[config.mk]
export PLATFORM = sky130hd
export DESIGN_NAME = least_loaded_job_assigner
export DESIGN_NICKNAME = d
export VERILOG_FILES = /design/src/hw/rtl/llja_pkg.sv /design/src/hw/rtl/llja_min_search.sv /design/src/hw/rtl/llja_sched_core.sv /design/src/hw/rtl/least_loaded_job_assigner.sv
export VERILOG_INCLUDE_DIRS = /design/src /design/src/hw/rtl
export SDC_FILE = /design/constraint.sdc
export NUM_CORES = 1
export LEC_CHECK = 0
export BUFFER_PORTS_ARGS = -buffer_cell sky130_fd_sc_hd__buf_2
export CORE_MARGIN = 8
export CORE_UTILIZATION = 50
export CTS_BUF_LIST = sky130_fd_sc_hd__clkbuf_16
export CTS_CLUSTER_DIAMETER = 100
export DETAILED_ROUTE_END_ITERATION = 8
export GPL_TIMING_DRIVEN = 0
export PLACE_DENSITY_LB_ADDON = 0.05
export SLEW_MARGIN = 30
export SYNTH_ARGS = -nofsm -noshare
export SYNTH_HDL_FRONTEND = slang
export SYNTH_SLANG_ARGS = --single-unit
[constraint.sdc]
create_clock -name clock -period 15.8 [get_ports clock]
set_input_delay 2.37 -clock clock [delete_from_list [all_inputs] [get_ports clock]]
set_output_delay 2.37 -clock clock [all_outputs]
set_load 0.01 [all_outputs]
[src/hw/rtl/least_loaded_job_assigner_defines.svh]
// Assertion macros shared by the least-loaded job assigner RTL.
// No dependencies; included by files that carry assertions.
`ifndef LEAST_LOADED_JOB_ASSIGNER_DEFINES_SVH
`define LEAST_LOADED_JOB_ASSIGNER_DEFINES_SVH

// same-cycle implication
`define LLJA_ASSERT_NOW(label, clk, rst, ante, cons, msg) \
   label: assert property (@(posedge clk) disable iff (rst) (ante) |-> (cons)) \
      else $error(msg);

// next-cycle implication
`define LLJA_ASSERT_NEXT(label, clk, rst, ante, cons, msg) \
   label: assert property (@(posedge clk) disable iff (rst) (ante) |=> (cons)) \
      else $error(msg);

`endif

[src/hw/rtl/llja_pkg.sv]
// Shared constants, types and helpers for the least-loaded job assigner.
// No dependencies.
package llja_pkg;

   localparam int MAX_MACHINES = 8;
   localparam int MAX_SLOTS    = 16;

   localparam int MACH_W = $clog2(MAX_MACHINES);
   localparam int JOBS_W = $clog2(MAX_MACHINES + 1);
   localparam int CNT_W  = $clog2(MAX_SLOTS + 1);
   localparam int SLOT_W = 4;
   localparam int LOAD_W = 32;
   localparam int TIME_W = 16;
   localparam int ID_W   = 16;
   localparam int NUM_W  = 4;

   localparam logic [NUM_W-1:0] NUM_RESET = NUM_W'(8);

   typedef struct packed {
      logic              valid;
      logic [LOAD_W-1:0] load;
      logic [MACH_W-1:0] idx;
   } node_type;

   typedef struct packed {
      logic [MACH_W-1:0] machine;
      logic [SLOT_W-1:0] slot;
      logic [LOAD_W-1:0] load;
      logic              full;
   } assign_type;

   function automatic logic [JOBS_W-1:0] machines_in_use(input logic [NUM_W-1:0] n);
      logic [JOBS_W-1:0] m;
      if (n == '0) begin
         m = JOBS_W'(1);
      end else if (32'(n) > MAX_MACHINES) begin
         m = JOBS_W'(MAX_MACHINES);
      end else begin
         m = JOBS_W'(n);
      end
      return m;
   endfunction

endpackage

[src/hw/rtl/llja_min_search.sv]
// Compare tree picking the least-loaded machine among those in use.
// Depends on llja_pkg.
module llja_min_search
   import llja_pkg::*;
(
   input  logic [LOAD_W-1:0] loads [MAX_MACHINES],
   input  logic [JOBS_W-1:0] in_use,
   output logic [MACH_W-1:0] best
);

   localparam int LEAVES = 1 << MACH_W;

   node_type tree [2*LEAVES];

   always_comb begin
      for (int i = 0; i < LEAVES; i++) begin
         if (i < MAX_MACHINES) begin
            tree[LEAVES+i].valid = (JOBS_W'(i) < in_use);
            tree[LEAVES+i].load  = loads[i];
         end else begin
            tree[LEAVES+i].valid = 1'b0;
            tree[LEAVES+i].load  = '0;
         end
         tree[LEAVES+i].idx = MACH_W'(i);
      end
      // left child holds lower indices: ties go left
      for (int n = LEAVES - 1; n >= 1; n--) begin
         if (tree[2*n].valid && (!tree[2*n+1].valid || tree[2*n].load <= tree[2*n+1].load)) begin
            tree[n] = tree[2*n];
         end else begin
            tree[n] = tree[2*n+1];
         end
      end
      tree[0] = '0;
   end

   assign best = tree[1].idx;

endmodule

[src/hw/rtl/llja_sched_core.sv]
// Machine load and slot tables, job counter and per-item assignment logic.
// Depends on llja_pkg, llja_min_search and least_loaded_job_assigner_defines.svh.
`include "least_loaded_job_assigner_defines.svh"
module llja_sched_core
   import llja_pkg::*;
(
   input  logic              clock,
   input  logic              reset,
   input  logic              upd_en,
   input  logic              first,
   input  logic [TIME_W-1:0] job_time,
   input  logic [NUM_W-1:0]  num_machines,
   output assign_type        result
);

   logic [LOAD_W-1:0] load_ff [MAX_MACHINES];
   logic [CNT_W-1:0]  cnt_ff  [MAX_MACHINES];
   logic [JOBS_W-1:0] jobs_seen_ff;

   logic [LOAD_W-1:0] load_in;
   logic [CNT_W-1:0]  cnt_in;
   logic [JOBS_W-1:0] jobs_seen_in;

   logic [JOBS_W-1:0] in_use;
   logic [JOBS_W-1:0] eff_seen;
   logic [MACH_W-1:0] best;
   logic [MACH_W-1:0] mach;
   logic [LOAD_W-1:0] cur_load;
   logic [CNT_W-1:0]  cur_cnt;
   logic [LOAD_W:0]   sum_wide;

   assign in_use = machines_in_use(num_machines);

   llja_min_search u_min_search (
      .loads  (load_ff),
      .in_use (in_use),
      .best   (best)
   );

   always_comb begin
      eff_seen = first ? '0 : jobs_seen_ff;
      if (eff_seen < in_use) begin
         mach         = eff_seen[MACH_W-1:0];
         jobs_seen_in = eff_seen + JOBS_W'(1);
      end else begin
         mach         = best;
         jobs_seen_in = eff_seen;
      end

      cur_load = first ? '0 : load_ff[mach];
      cur_cnt  = first ? '0 : cnt_ff[mach];

      sum_wide = {1'b0, cur_load} + (LOAD_W+1)'(job_time);
      load_in  = sum_wide[LOAD_W] ? '1 : sum_wide[LOAD_W-1:0];

      result.machine = mach;
      result.load    = load_in;
      if (cur_cnt >= CNT_W'(MAX_SLOTS)) begin
         result.slot = SLOT_W'(MAX_SLOTS - 1);
         result.full = 1'b1;
         cnt_in      = cur_cnt;
      end else begin
         result.slot = SLOT_W'(cur_cnt);
         result.full = 1'b0;
         cnt_in      = cur_cnt + CNT_W'(1);
      end
   end

   always_ff @(posedge clock) begin
      if (reset) begin
         jobs_seen_ff <= '0;
         for (int i = 0; i < MAX_MACHINES; i++) begin
            load_ff[i] <= '0;
            cnt_ff[i]  <= '0;
         end
      end else if (upd_en) begin
         jobs_seen_ff <= jobs_seen_in;
         for (int i = 0; i < MAX_MACHINES; i++) begin
            if (MACH_W'(i) == mach) begin
               load_ff[i] <= load_in;
               cnt_ff[i]  <= cnt_in;
            end else if (first) begin
               load_ff[i] <= '0;
               cnt_ff[i]  <= '0;
            end
         end
      end
   end

   `LLJA_ASSERT_NOW(a_seen_bound, clock, reset, 1'b1, jobs_seen_ff <= JOBS_W'(MAX_MACHINES), "job counter out of range")
   `LLJA_ASSERT_NOW(a_mach_in_use, clock, reset, upd_en, JOBS_W'(mach) < in_use, "machine outside active set")
   `LLJA_ASSERT_NEXT(a_first_restart, clock, reset, upd_en && first, jobs_seen_ff == JOBS_W'(1), "new schedule did not restart counter")

endmodule

[src/hw/rtl/least_loaded_job_assigner.sv]
// Least-loaded job assigner: greedy list scheduler over up to eight machines.
// Input channel req_*, result channel rsp_* (valid/ready), config port csr_*.
// Each accepted item yields one result: machine, slot, echoed id, new load and
// a full flag. An item with req_first_job set starts a new schedule by clearing
// all loads, slot counts and the job counter first.
// Each accepted item passes through the input register, then the result register,
// where its result is presented until it is taken.
// Throughput: one item per cycle while rsp_ready stays high.
// The cycle is set by the eight-way load compare tree followed by the 32-bit
// saturating add, all between the input and result registers.
// Reset (synchronous, active high) clears all tables, the job counter and both
// valid flags, and sets the machine count to 8.
// When rsp_ready is low the result register holds; one more item can wait in
// the input register, after which req_ready drops until the result is taken.
// csr_write_data is to be written by the user only while the block is idle; the block does not enforce it.
`include "least_loaded_job_assigner_defines.svh"
module least_loaded_job_assigner
   import llja_pkg::*;
(
   input  logic              clock,
   input  logic              reset,

   input  logic              req_valid,
   output logic              req_ready,
   input  logic              req_first_job,
   input  logic [ID_W-1:0]   req_job_id,
   input  logic [TIME_W-1:0] req_job_time,

   output logic              rsp_valid,
   input  logic              rsp_ready,
   output logic [MACH_W-1:0] rsp_machine,
   output logic [SLOT_W-1:0] rsp_slot,
   output logic [ID_W-1:0]   rsp_assigned_id,
   output logic [LOAD_W-1:0] rsp_machine_load,
   output logic              rsp_slots_full,

   input  logic              csr_write_enable,
   input  logic [NUM_W-1:0]  csr_write_data
);

   logic              in_valid_ff, in_valid_in;
   logic              in_first_ff;
   logic [ID_W-1:0]   in_id_ff;
   logic [TIME_W-1:0] in_time_ff;

   logic              out_valid_ff, out_valid_in;
   assign_type        out_res_ff;
   logic [ID_W-1:0]   out_id_ff;

   logic [NUM_W-1:0]  num_ff;

   logic              advance;
   logic              req_accept;
   assign_type        result;

   assign advance     = in_valid_ff && (!out_valid_ff || rsp_ready);
   assign req_ready   = !in_valid_ff || advance;
   assign req_accept  = req_valid && req_ready;
   assign in_valid_in = req_accept || (in_valid_ff && !advance);
   assign out_valid_in = advance || (out_valid_ff && !rsp_ready);

   llja_sched_core u_core (
      .clock        (clock),
      .reset        (reset),
      .upd_en       (advance),
      .first        (in_first_ff),
      .job_time     (in_time_ff),
      .num_machines (num_ff),
      .result       (result)
   );

   always_ff @(posedge clock) begin
      if (reset) begin
         in_valid_ff  <= 1'b0;
         out_valid_ff <= 1'b0;
         num_ff       <= NUM_RESET;
      end else begin
         in_valid_ff  <= in_valid_in;
         out_valid_ff <= out_valid_in;
         if (csr_write_enable) begin
            num_ff <= csr_write_data;
         end
      end
   end

   always_ff @(posedge clock) begin
      if (req_accept) begin
         in_first_ff <= req_first_job;
         in_id_ff    <= req_job_id;
         in_time_ff  <= req_job_time;
      end
      if (advance) begin
         out_res_ff <= result;
         out_id_ff  <= in_id_ff;
      end
   end

   assign rsp_valid        = out_valid_ff;
   assign rsp_machine      = out_res_ff.machine;
   assign rsp_slot         = out_res_ff.slot;
   assign rsp_assigned_id  = out_id_ff;
   assign rsp_machine_load = out_res_ff.load;
   assign rsp_slots_full   = out_res_ff.full;

   `LLJA_ASSERT_NEXT(a_advance_shows, clock, reset, advance, out_valid_ff, "advanced item not presented")
   `LLJA_ASSERT_NOW(a_full_slot, clock, reset, out_valid_ff && out_res_ff.full, out_res_ff.slot == SLOT_W'(MAX_SLOTS - 1), "full flag without last slot")

endmodule
==> results.cfg <==
[run_status]
status = complete, but fails checks
violations = setup timing

[routing]
routed_via_density = 6.58
remaining_drc_errors = 0
dr.pass1.iters = 7
vias = 22900
wirelength_microns = 104000
drt-wirelength-per-cell_microns = 29.8
first_iter_violations = 2955
antenna_left = 0

[synth]
postSynthCellCount = 2675
yosys.area.top_type = dfxtp_1
synth-seq-cells = 395
synth-simple-area-share_pct = 14.9
synth_mux_area_share_pct = 6.46
async_flop_share_pct = 0
synth-edff-count = 129
ys_seq_area_share_pct = 37.7
synthAdderAreaFrac_pct = 12.7
synth_flop_cell = dfxtp_1
synth.distinct_cells = 87
synth_compound_gate_area_share_pct = 22.3
netlist_area_sq_um = 24400
synth_nets = 2964
yosys.area_share.xor_xnor_pct = 1.05
yosysWarnings = 0
synth_top_area_share_pct = 21.8
synth_area_leaders = dfxtp_1 (22%), edfxtp_1 (16%), ha_1 (13%)
synth_top_family_by_area = compound AO/OA/AOI/OAI gates
syn_avg_cell_area_sq_um = 9.12

[layout]
fin_cells = 3479
final_common_cell = nand2_1
design_area_sq_um = 27400
nets = 3111
drive_gt1_share_pct = 12.6
mostFrequentLayoutCells = nand2_1 (359), dfxtp_1 (266), ha_1 (246)
post-route-util_pct = 56.5
area_delta_synth_final_pct = 12.4
fillCellCount = 4386

[clock_network]
cts_max_path_buffers = 3
cts_tree = built
clk_pin_slew_ns = 0.06
ctsHoldBuffers = 0
clk_latency_ns = 0.61
root_buffer = clkbuf_16
cts_made_buffers = 45
clkSinkCount = 395
h-tree-depth = 2

[setup_path]
slowest_stage = o31ai_1
path_class = reg2reg
critPathLaunchType = register
critPathMaxFanout = 10
startpoint = u_core.load_ff[7]
reg2reg_to = rsp_machine_load[23]
max_stage_delay_ns = 0.78
crit_path_end_kind = register
crit_top_cell = a21oi_1
rrSetupSlack_ns = -0.01
rr_startpoint = u_core.load_ff[7]
cp.required_ns = 16.06
reg2reg_depth = 50
cp.arrival_ns = 16.07
setup.worst_path.end = rsp_machine_load[23]

[place]
globalplace.congestion = 1.06
dpl_cell_area_sq_um = 25800
dp_slack_ns = -2.43
hpwl_microns = 80200
placed_cells = 3397
numPortBuffers = 98

[sta]
final-setup-viol-count = 1
finalHoldViolations = 0
fmax_mhz = 63.2
fin_crit_sh_pct = 100
setup_slack_ns = -0.0108
post-route-min-period_ns = 15.81
finClkSkew_ns = 0.0390
max-slew-margin-rel_pct = 28.6
slew_viol_final = 0
worst_pin_slew_ns = 1.07

[global_route]
gr-total-overflow = 0
grt_util_all_layers_pct = 35.9
grt_first_pass_wirelength_microns = 149000
antenna_found_initial = 4
grt_pass1_vias = 21700
grt_start_max_net_pins = 39

[die]
rows = 81
initial_core_util_pct = 50.3
die_height_microns = 237
die_w_microns = 237
io_pins = 100
core_sq_um = 48500
die_area_sq_um = 56100

[job]
drv_cap = 0

[hold_path]
hold_path_class = reg2reg
## what timing repair did
item / CTS / global route
resized for setup: 42 / 44
setup endpoints to repair: 288 / 288
buffers inserted: 1 / 2
pin swaps: 1 / 3
## stage by stage
step	hold WS (ns)	TNS (ns)
after floorplan	0.400	0
after global placement	0.400	-748.10
after detailed placement	0.405	-626.82
after CTS	0.420	0
after global routing	0.424	-0.00141
final	0.414	-0.0108
## synthesized netlist by cell type (21+ instances only)
cell / n
a21o_1: 27
a21oi_1: 132
a221o_1: 29
a22o_1: 184
a31oi_1: 42
buf_2: 22
clkbuf_1: 99
dfxtp_1: 266
edfxtp_1: 129
ha_1: 246
inv_1: 149
mux2i_1: 148
nand2_1: 359
nand3_1: 78
nand4_1: 49
nor2_1: 121
nor2b_1: 46
nor3_1: 21
o211ai_1: 34
o21ai_0: 171
or2_2: 37
## layer usage
layer | GRT usage (%) | share of wire, % | up-vias | wire [microns]
met5 | 1.25 | 0.022 | - | 23
met4 | 18.8 | 6.2 | 4 | 6400
met3 | 8.37 | 9.7 | 327 | 10100
met2 | 56.5 | 44 | 1330 | 45900
met1 | 45.2 | 40 | 11000 | 41400
li1 | - | - | 10200 | -
## cell type report
type	instances	area [sq um]	area share [%]
timing repair buffer	103	566	2.06
clock buffer	45	1130	4.11
tap	622	778	2.84
buffer	143	684	2.50
clock inverter	35	289	1.05
antenna	2	5.00	0.0183
multi-input combinational	1978	14200	51.7
inverter	156	604	2.20
sequential	395	9200	33.6
## worst min-delay path by stage
| stage | startpoint | to | depth (start not counted) |
|---|---|---|---|
| floorplan | in_id_ff[0] | rsp_assigned_id[0] | 0 |
| global placement | in_id_ff[9] | rsp_assigned_id[9] | 0 |
| detailed placement | in_id_ff[12] | rsp_assigned_id[12] | 0 |
| CTS | in_id_ff[11] | rsp_assigned_id[11] | 0 |
| global route | in_id_ff[11] | rsp_assigned_id[11] | 0 |
| finish | in_id_ff[11] | rsp_assigned_id[11] | 0 |
## flip-flops by register name (all words and copies together), names as in the netlist
signal               cells
u_core.load_ff         256
in_first_ff              1
u_core.cnt_ff           40
in_id_ff                16
in_time_ff              16
u_core.jobs_seen_ff      4
rsp_assigned_id         16
rsp_slots_full           1
rsp_valid                1
rsp_machine_load        32
in_valid_ff              1
num_ff                   4
rsp_slot                 4
rsp_machine              3
## kinds of logic after synthesis
kind of cell / count (synthesis)
compound gates: 771
xor+xnor: 27
buf+inv: 302
fa+ha+maj: 247
simple gates: 777
flops: 395
mux: 156
## critical path: cells and delay by family (launching register included)
kind                     cells  cell delay [ns]
XOR/XNOR                     1             0.33
multiplexers                 1             0.38
AO/OA/AOI/OAI               25             6.42
buffers and inverters        7             2.52
AND/OR/NAND/NOR             12             4.09
adder cells (fa/ha/maj)      4             1.29
flip-flops                   1             0.37
Power is left out: the tool's default activity adds up to more than one toggle a clock period on the data nets, which glitch-free logic cannot reach.
